File: src/rtl/ctsu_pkg.sv
// Shared types and constants of the cooperative task scheduler.
`timescale 1ns / 1ps

package ctsu_pkg;

	// Table size and the widths that follow from it.
	localparam int MAX_TASKS = 16;
	localparam int SLOT_W    = (MAX_TASKS > 1) ? $clog2(MAX_TASKS) : 1;
	localparam int CNT_W     = $clog2(MAX_TASKS + 1);

	// Fixed field widths.
	localparam int MODE_W = 3;
	localparam int TAG_W  = 8;
	localparam int TICK_W = 32;
	localparam int IDX_W  = 4;
	localparam int KIND_W = 2;

	// Input modes.
	localparam logic [MODE_W-1:0] MODE_TICK     = 3'd0;
	localparam logic [MODE_W-1:0] MODE_DISPATCH = 3'd1;
	localparam logic [MODE_W-1:0] MODE_ADD      = 3'd2;
	localparam logic [MODE_W-1:0] MODE_DELETE   = 3'd3;
	localparam logic [MODE_W-1:0] MODE_CLEAR    = 3'd4;

	// Result kinds.
	localparam logic [KIND_W-1:0] KIND_DONE   = 2'd0;
	localparam logic [KIND_W-1:0] KIND_RUN    = 2'd1;
	localparam logic [KIND_W-1:0] KIND_REJECT = 2'd2;

	// One table entry.
	typedef struct packed {
		logic [TAG_W-1:0]  handler;
		logic [TICK_W-1:0] deadline;
		logic [TICK_W-1:0] period;
	} slot_t;

	// One pending result.
	typedef struct packed {
		logic [KIND_W-1:0] kind;
		logic [TAG_W-1:0]  handler;
		logic              last;
	} result_t;

endpackage

File: src/rtl/cooperative_task_scheduler_unit.sv
// Top level of the cooperative task scheduler: sequencer, slot table and shared adder.
`timescale 1ns / 1ps

// Time-triggered cooperative scheduler. The block holds a 32-bit tick counter
// and a compacted table of up to MAX_TASKS slots (handler tag, absolute
// deadline, period); live slots are always 0 .. total-1. One item is taken at
// a time: in_ready is high only while the sequencer is idle. Tick, add, clear
// and unused modes decode and then emit their single result. Delete of a live
// slot shifts each later slot down before its result; a bad index is rejected.
// Dispatch goes through accept, decode, a read and compare per slot examined,
// an emit and update per run result, a shift of the later slots when a one-shot
// task retires, and a final check and done result. The pace is set by the slot
// table (one read port and one write port, read data registered) and by the
// one 33-bit adder that does the deadline compare, the period advance and the
// tick increment in turn. Each result waits in an output register until taken;
// the sequencer stalls only while that register is still full.
module cooperative_task_scheduler_unit (
	input  logic                          clk,
	input  logic                          arst_n,
	// item channel
	input  logic                          in_valid,
	output logic                          in_ready,
	input  logic [ctsu_pkg::MODE_W-1:0]   mode,
	input  logic [ctsu_pkg::TAG_W-1:0]    handler_tag,
	input  logic [ctsu_pkg::TICK_W-1:0]   delay_ticks,
	input  logic [ctsu_pkg::TICK_W-1:0]   period_ticks,
	input  logic [ctsu_pkg::IDX_W-1:0]    slot_index,
	// result channel
	output logic                          out_valid,
	input  logic                          out_ready,
	output logic [ctsu_pkg::KIND_W-1:0]   kind,
	output logic [ctsu_pkg::TAG_W-1:0]    run_handler,
	output logic                          last
);

	typedef enum logic [2:0] {
		ST_IDLE,
		ST_DECODE,
		ST_READ,
		ST_CMP,
		ST_EMIT,
		ST_UPDATE,
		ST_SHIFT_RD,
		ST_SHIFT_WR
	} state_t;

	typedef enum logic [1:0] {
		OP_INC,
		OP_GE,
		OP_ADV
	} alu_op_t;

	state_t                            state_q;
	logic [ctsu_pkg::MODE_W-1:0]       mode_q;
	logic [ctsu_pkg::TAG_W-1:0]        tag_q;
	logic [ctsu_pkg::TICK_W-1:0]       delay_q;
	logic [ctsu_pkg::TICK_W-1:0]       period_q;
	logic [ctsu_pkg::IDX_W-1:0]        idx_q;
	logic [ctsu_pkg::TICK_W-1:0]       tick_q;
	logic [ctsu_pkg::CNT_W-1:0]        total_q;
	logic [ctsu_pkg::CNT_W-1:0]        walk_q;    // slot under examination
	logic [ctsu_pkg::CNT_W-1:0]        shift_q;   // compaction destination
	ctsu_pkg::result_t                 res_q;
	logic                              out_valid_q;
	ctsu_pkg::result_t                 out_q;

	// slot table
	ctsu_pkg::slot_t                   mem_q [ctsu_pkg::MAX_TASKS];
	ctsu_pkg::slot_t                   rd_q;
	logic                              rd_en;
	logic [ctsu_pkg::SLOT_W-1:0]       rd_addr;
	logic                              wr_en;
	logic [ctsu_pkg::SLOT_W-1:0]       wr_addr;
	ctsu_pkg::slot_t                   wr_data;

	// shared adder
	alu_op_t                           alu_op;
	logic [ctsu_pkg::TICK_W-1:0]       alu_a;
	logic [ctsu_pkg::TICK_W-1:0]       alu_b;
	logic                              alu_cin;
	logic [ctsu_pkg::TICK_W:0]         alu_sum;
	logic                              due;
	logic [ctsu_pkg::CNT_W-1:0]        shift_nxt;
	logic                              out_free;
	logic                              in_xfer;

	assign in_ready  = (state_q == ST_IDLE);
	assign in_xfer   = in_valid && in_ready;
	assign out_free  = !out_valid_q || out_ready;
	assign shift_nxt = shift_q + 1'b1;

	assign out_valid   = out_valid_q;
	assign kind        = out_q.kind;
	assign run_handler = out_q.handler;
	assign last        = out_q.last;

	// Operand select: tick + 1, tick - deadline (carry = tick >= deadline),
	// deadline + period.
	always_comb begin
		case (state_q)
			ST_DECODE: alu_op = OP_INC;
			ST_CMP:    alu_op = OP_GE;
			default:   alu_op = OP_ADV;
		endcase
		case (alu_op)
			OP_INC: begin
				alu_a   = tick_q;
				alu_b   = '0;
				alu_cin = 1'b1;
			end
			OP_GE: begin
				alu_a   = tick_q;
				alu_b   = ~rd_q.deadline;
				alu_cin = 1'b1;
			end
			default: begin
				alu_a   = rd_q.deadline;
				alu_b   = rd_q.period;
				alu_cin = 1'b0;
			end
		endcase
		alu_sum = {1'b0, alu_a} + {1'b0, alu_b} + {{ctsu_pkg::TICK_W{1'b0}}, alu_cin};
		due     = alu_sum[ctsu_pkg::TICK_W];
	end

	// Table port control.
	always_comb begin
		rd_en   = 1'b0;
		rd_addr = walk_q[ctsu_pkg::SLOT_W-1:0];
		wr_en   = 1'b0;
		wr_addr = walk_q[ctsu_pkg::SLOT_W-1:0];
		wr_data = rd_q;
		case (state_q)
			ST_DECODE: begin
				wr_addr = total_q[ctsu_pkg::SLOT_W-1:0];
				wr_data = '{handler: tag_q, deadline: delay_q, period: period_q};
				wr_en   = (mode_q == ctsu_pkg::MODE_ADD) &&
					(32'(total_q) < ctsu_pkg::MAX_TASKS);
			end
			ST_READ: begin
				rd_en = (walk_q < total_q);
			end
			ST_UPDATE: begin
				wr_data.deadline = alu_sum[ctsu_pkg::TICK_W-1:0];
				wr_en            = (rd_q.period != '0);
			end
			ST_SHIFT_RD: begin
				rd_addr = shift_nxt[ctsu_pkg::SLOT_W-1:0];
				rd_en   = (shift_nxt < total_q);
			end
			ST_SHIFT_WR: begin
				wr_addr = shift_q[ctsu_pkg::SLOT_W-1:0];
				wr_en   = 1'b1;
			end
			default: begin
			end
		endcase
	end

	always_ff @(posedge clk) begin
		if (wr_en) begin
			mem_q[wr_addr] <= wr_data;
		end
		if (rd_en) begin
			rd_q <= mem_q[rd_addr];
		end
	end

	// Sequencer.
	always_ff @(posedge clk or negedge arst_n) begin
		if (!arst_n) begin
			state_q     <= ST_IDLE;
			tick_q      <= '0;
			total_q     <= '0;
			out_valid_q <= 1'b0;
		end else begin
			// in the emit state a taken result is replaced by the new one below
			if (out_valid_q && out_ready && state_q != ST_EMIT) begin
				out_valid_q <= 1'b0;
			end
			case (state_q)
				ST_IDLE: begin
					if (in_xfer) begin
						mode_q   <= mode;
						tag_q    <= handler_tag;
						delay_q  <= delay_ticks;
						period_q <= period_ticks;
						idx_q    <= slot_index;
						state_q  <= ST_DECODE;
					end
				end
				ST_DECODE: begin
					case (mode_q)
						ctsu_pkg::MODE_TICK: begin
							tick_q  <= alu_sum[ctsu_pkg::TICK_W-1:0];
							res_q   <= '{kind: ctsu_pkg::KIND_DONE, handler: '0, last: 1'b1};
							state_q <= ST_EMIT;
						end
						ctsu_pkg::MODE_DISPATCH: begin
							walk_q  <= '0;
							state_q <= ST_READ;
						end
						ctsu_pkg::MODE_ADD: begin
							state_q <= ST_EMIT;
							if (32'(total_q) < ctsu_pkg::MAX_TASKS) begin
								total_q <= total_q + 1'b1;
								res_q   <= '{kind: ctsu_pkg::KIND_DONE, handler: '0,
									last: 1'b1};
							end else begin
								res_q   <= '{kind: ctsu_pkg::KIND_REJECT, handler: '0,
									last: 1'b1};
							end
						end
						ctsu_pkg::MODE_DELETE: begin
							if (32'(idx_q) < 32'(total_q)) begin
								shift_q <= ctsu_pkg::CNT_W'(idx_q);
								state_q <= ST_SHIFT_RD;
							end else begin
								res_q   <= '{kind: ctsu_pkg::KIND_REJECT, handler: '0,
									last: 1'b1};
								state_q <= ST_EMIT;
							end
						end
						ctsu_pkg::MODE_CLEAR: begin
							tick_q  <= '0;
							total_q <= '0;
							res_q   <= '{kind: ctsu_pkg::KIND_DONE, handler: '0, last: 1'b1};
							state_q <= ST_EMIT;
						end
						default: begin
							res_q   <= '{kind: ctsu_pkg::KIND_DONE, handler: '0, last: 1'b1};
							state_q <= ST_EMIT;
						end
					endcase
				end
				ST_READ: begin
					if (walk_q < total_q) begin
						state_q <= ST_CMP;
					end else begin
						res_q   <= '{kind: ctsu_pkg::KIND_DONE, handler: '0, last: 1'b1};
						state_q <= ST_EMIT;
					end
				end
				ST_CMP: begin
					if (due) begin
						res_q   <= '{kind: ctsu_pkg::KIND_RUN, handler: rd_q.handler,
							last: 1'b0};
						state_q <= ST_EMIT;
					end else begin
						walk_q  <= walk_q + 1'b1;
						state_q <= ST_READ;
					end
				end
				ST_EMIT: begin
					if (out_free) begin
						out_valid_q <= 1'b1;
						out_q       <= res_q;
						state_q     <= res_q.last ? ST_IDLE : ST_UPDATE;
					end
				end
				ST_UPDATE: begin
					// periodic: deadline advanced by the write port; one-shot: compact
					if (rd_q.period != '0) begin
						walk_q  <= walk_q + 1'b1;
						state_q <= ST_READ;
					end else begin
						shift_q <= walk_q;
						state_q <= ST_SHIFT_RD;
					end
				end
				ST_SHIFT_RD: begin
					if (shift_nxt < total_q) begin
						state_q <= ST_SHIFT_WR;
					end else begin
						total_q <= total_q - 1'b1;
						if (mode_q == ctsu_pkg::MODE_DISPATCH) begin
							// the slot moved into place is examined next
							state_q <= ST_READ;
						end else begin
							res_q   <= '{kind: ctsu_pkg::KIND_DONE, handler: '0,
								last: 1'b1};
							state_q <= ST_EMIT;
						end
					end
				end
				ST_SHIFT_WR: begin
					shift_q <= shift_nxt;
					state_q <= ST_SHIFT_RD;
				end
				default: begin
					state_q <= ST_IDLE;
				end
			endcase
		end
	end

	// Table never overfills.
	assert property (@(posedge clk) disable iff (!arst_n)
		32'(total_q) <= ctsu_pkg::MAX_TASKS)
		else $error("slot count above table size");

	// The walk never points past the live slots.
	assert property (@(posedge clk) disable iff (!arst_n)
		(state_q == ST_CMP || state_q == ST_UPDATE) |-> (walk_q < total_q))
		else $error("walk index beyond live slots");

	// Compaction stays inside the live slots.
	assert property (@(posedge clk) disable iff (!arst_n)
		(state_q == ST_SHIFT_RD || state_q == ST_SHIFT_WR) |-> (shift_q < total_q))
		else $error("compaction index beyond live slots");

	// Loading a final result frees the block for the next item.
	assert property (@(posedge clk) disable iff (!arst_n)
		(state_q == ST_EMIT && out_free && res_q.last) |=> in_ready)
		else $error("block not ready after final result");

endmodule

File: config.mk
export PLATFORM = sky130hd
export DESIGN_NAME = cooperative_task_scheduler_unit
export DESIGN_NICKNAME = d
export VERILOG_FILES = /design/src/rtl/ctsu_pkg.sv /design/src/rtl/cooperative_task_scheduler_unit.sv
export SDC_FILE = /design/constraint.sdc
export NUM_CORES = 2
export LEC_CHECK = 0
export BUFFER_PORTS_ARGS = -buffer_cell sky130_fd_sc_hd__buf_2
export CORE_MARGIN = 3
export CORE_UTILIZATION = 55
export CTS_CLUSTER_SIZE = 20
export DETAILED_ROUTE_END_ITERATION = 10
export PLACE_DENSITY = 0.69
export SLEW_MARGIN = 15
export SYNTH_ARGS = -nofsm -noshare
export SYNTH_HDL_FRONTEND = slang
export SYNTH_SLANG_ARGS = --single-unit
export TNS_END_PERCENT = 20
File: constraint.sdc
create_clock -name clk -period 13.25 [get_ports clk]
set_input_delay 0.6625 -clock clk [delete_from_list [all_inputs] [get_ports clk]]
set_output_delay 0.6625 -clock clk [all_outputs]
set_load 0.01 [all_outputs]
==> summary.txt <==
drt pass-1 iters = 5
crit path DAT = 7.04 ns
grt total ovfl = 0
GRT Total Usage = 25.1%
Synth warnings = 0
antenna violations before repair = 2
Synth Net Count = 3,074
Max Fclk = 150 MHz
post-CTS resize count = 0
Primary FF master, synth = edfxtp_1
largest net degree at the start of global routing = 152
CTS tree = yes
Hold WC Path Type = primary input to asynchronous set/reset pin
area leader, netlist = edfxtp_1
Final Hold Vio Count = 0
std cell rows = 116
Die Wd = 325 um
met3 WL post-DR = 10.7 mm
clk sinks = 1,376
die area = 105,000 um^2
first-pass GRT wire length = 195 mm
Initial Util = 55.6%
highest routed layer = met4
Slew @ Worst Pin = 1.18 ns
sw power = 4250 uW
vias per inst = 6.37
status = finished, final reports clean
cell family with most CP delay = compound AO/OA/AOI/OAI gates
Unique masters post-synth = 72
Post-synth EDFFs = 1,335
clock network fraction of total power = 27.2%
GP Congestion = 0.923
Tcrit/Tclk final = 50.2%
Clock transition at path regs = 0.06 ns
final slew viol count = 0
max incr delay on CP = 1.08 ns
DRC = 0
dpl ws = 6.45 ns
Post-CTS Repair Setup Buffers = 0
#FFs+latches synth = 1,376
crit-path cells = nand2b_4, inv_2, nand2_1, nand2_1, fa_1, inv_1, fa_1, nor2b_1, o2111a_1, o41ai_2, nor3_2, o2111ai_1, o21ai_0, xor2_1, mux2i_1, a21oi_1
Pleak = 0.0206 uW
Hold-fix buffers, CTS = 0
Async SR Flop Fraction = 2.98%
CTS H-Tree Depth = 4
Flop pwr share = 44.2%
Finished Cell Area = 62,200 um^2
CTS buffer count = 137
Max-Cap Viols = 0
Slowest-stage cell, CP = dfrtp_4
metal1 wirelength = 53.4 mm
routed via count = 29,024
Setup TNS = 0 ns
core area = 100,000 um^2
n_diodes = 0
design internal power = 9210 uW
part of the power in combinational logic = 28.6%
Met2 Wirelength = 63.8 mm
# IOs = 96
initial DRC count = 3,381
Chip Height = 325 um
Rel. slew slack = 21.2%
IR Drop Worst-Case VDD = 0.000137 V
Pwr Density = 217 nW/um^2
FILL cells = 7,027
kind of critical path = flip-flop to flip-flop
register area share after synthesis = 73.6%
Total Nets Final = 3,219
sw frac = 31.6%
DP Area = 57,900 um^2
most instantiated cells after synthesis = 1,335 x edfxtp_1, 288 x mux4_2, 208 x nand2_1
post-route ant nets = 0
top-area cell type share of the netlist area = 71.8%
Mapped Avg Cell Area = 19.0 um^2
Setup violations, final = 0
share of post-route cells with drive strength above 1 = 23.2%
Syn Inst Count = 2,943
IO buf count = 95
clk_skew = 0.0324 ns
top cells by area in the synthesized netlist = edfxtp_1 72%, mux4_2 12%, dfrtp_1 1.8%
worst hold margin = 0.0460 ns
CP endpoint kind = flip-flop
Final min period = 6.66 ns
RSZ-0062 raised after global routing = false
Buf/Inv on CP = 2
Req. time, crit path = 13.63 ns
worst skew pair latency = 0.75 ns
Finished Core Util = 61.9%
root buf cell = clkbuf_16
Routed WL per cell = 28.9 um
most frequent cell after synthesis = edfxtp_1
number of global-route vias before repair = 29,276
critical path launch point type = flip-flop
DRT Wirelength = 132 mm
CP max FO = 97
Bufs on Longest Clock Path = 3
Netlist Area Pre-Place = 55,800 um^2
area grow syn2layout = 11.3%
crit path setup slack, layout = 6.59 ns
DP Wirelength = 71.3 mm
area by class of cell:
type | instances | area [um^2] | area share (%)
Multi-Input combinational cell | 1375 | 13900 | 22.4
Tap cell | 1357 | 1700 | 2.73
Sequential cell | 1376 | 41100 | 66.1
Inverter | 23 | 86.3 | 0.139
Clock inverter | 85 | 673 | 1.08
Clock buffer | 165 | 3560 | 5.73
Timing Repair Buffer | 175 | 1100 | 1.77
state kept, by name, indices dropped and copies added, names as in the netlist:
signal / count
mem_q: 1152
total_q: 5
run_handler: 8
walk_q: 5
out_valid: 1
state_q: 3
shift_q: 5
mode_q: 3
rd_q: 72
idx_q: 4
delay_q: 32
res_q: 11
kind: 2
last: 1
tag_q: 8
period_q: 32
tick_q: 32
final timing paths:
| kind | endpoint | startpoint | slack, ns | depth (start not counted) |
|---|---|---|---|---|
| max | mem_q[12][56]$_DFFE_PP_ | state_q[2]$_DFFE_PN0P_ | 6.59 | 16 |
| min | total_q[3]$_DFFE_PN0P_ | arst_n | 0.05 | 2 |
| max reg2reg | mem_q[12][56]$_DFFE_PP_ | state_q[2]$_DFFE_PN0P_ | 6.59 | 16 |
| min reg2reg | kind[1]$_DFFE_PP_ | res_q[10]$_DFFE_PP_ | 0.42 | 0 |
| max in group asynchronous | state_q[2]$_DFFE_PN0P_ | arst_n | 12.66 | 2 |
| min in group clk | delay_q[23]$_DFFE_PP_ | delay_ticks[23] | 0.09 | 1 |
metal layers:
layer  global-route usage (%)  vias up
li1                         -    12242
met1                     36.2    15290
met2                     39.9     1293
met3                     4.17      199
met4                     8.10        0
met5                        0        -
per-stage QoR:
stage	cells	power, uW
finish	4556	13500
global route	4556	14100
CTS	4554	13500
detailed placement	4304	9880
global placement	4304	9740
floorplan	2943	8800
cells by family after synthesis:
| kind of cell | count (synthesis) | synth area share, % |
|---|---|---|
| flip-flops | 1376 | 73.6 |
| AND/OR/NAND/NOR | 456 | 3.91 |
| multiplexers | 430 | 14.3 |
| AO/OA/AOI/OAI | 405 | 4.78 |
| buffers and inverters | 192 | 1.75 |
| adder cells (fa/ha/maj) | 48 | 1.10 |
| XOR/XNOR | 36 | 0.565 |
cell usage in the layout (no fill, tap or decap), types with 77 or more instances in the layout:
cell,synthesis,routed
a211oi_1,77,77
a21oi_1,118,116
buf_2,46,95
buf_4,17,78
clkbuf_16,0,138
edfxtp_1,1335,1335
mux2i_1,101,101
mux4_2,288,288
nand2_1,208,207
nor2b_1,78,78
power groups by stage:
| stage | Combinational, uW | Sequential, uW | Clock, uW |
|---|---|---|---|
| detailed placement | 3840 | 6040 | 0 |
| global route | 4210 | 5980 | 3890 |
| global placement | 3720 | 6020 | 0 |
| CTS | 3850 | 5950 | 3720 |
| finish | 3860 | 5960 | 3660 |
| floorplan | 2890 | 5910 | 0 |
Power figures use the tool's default switching activity.
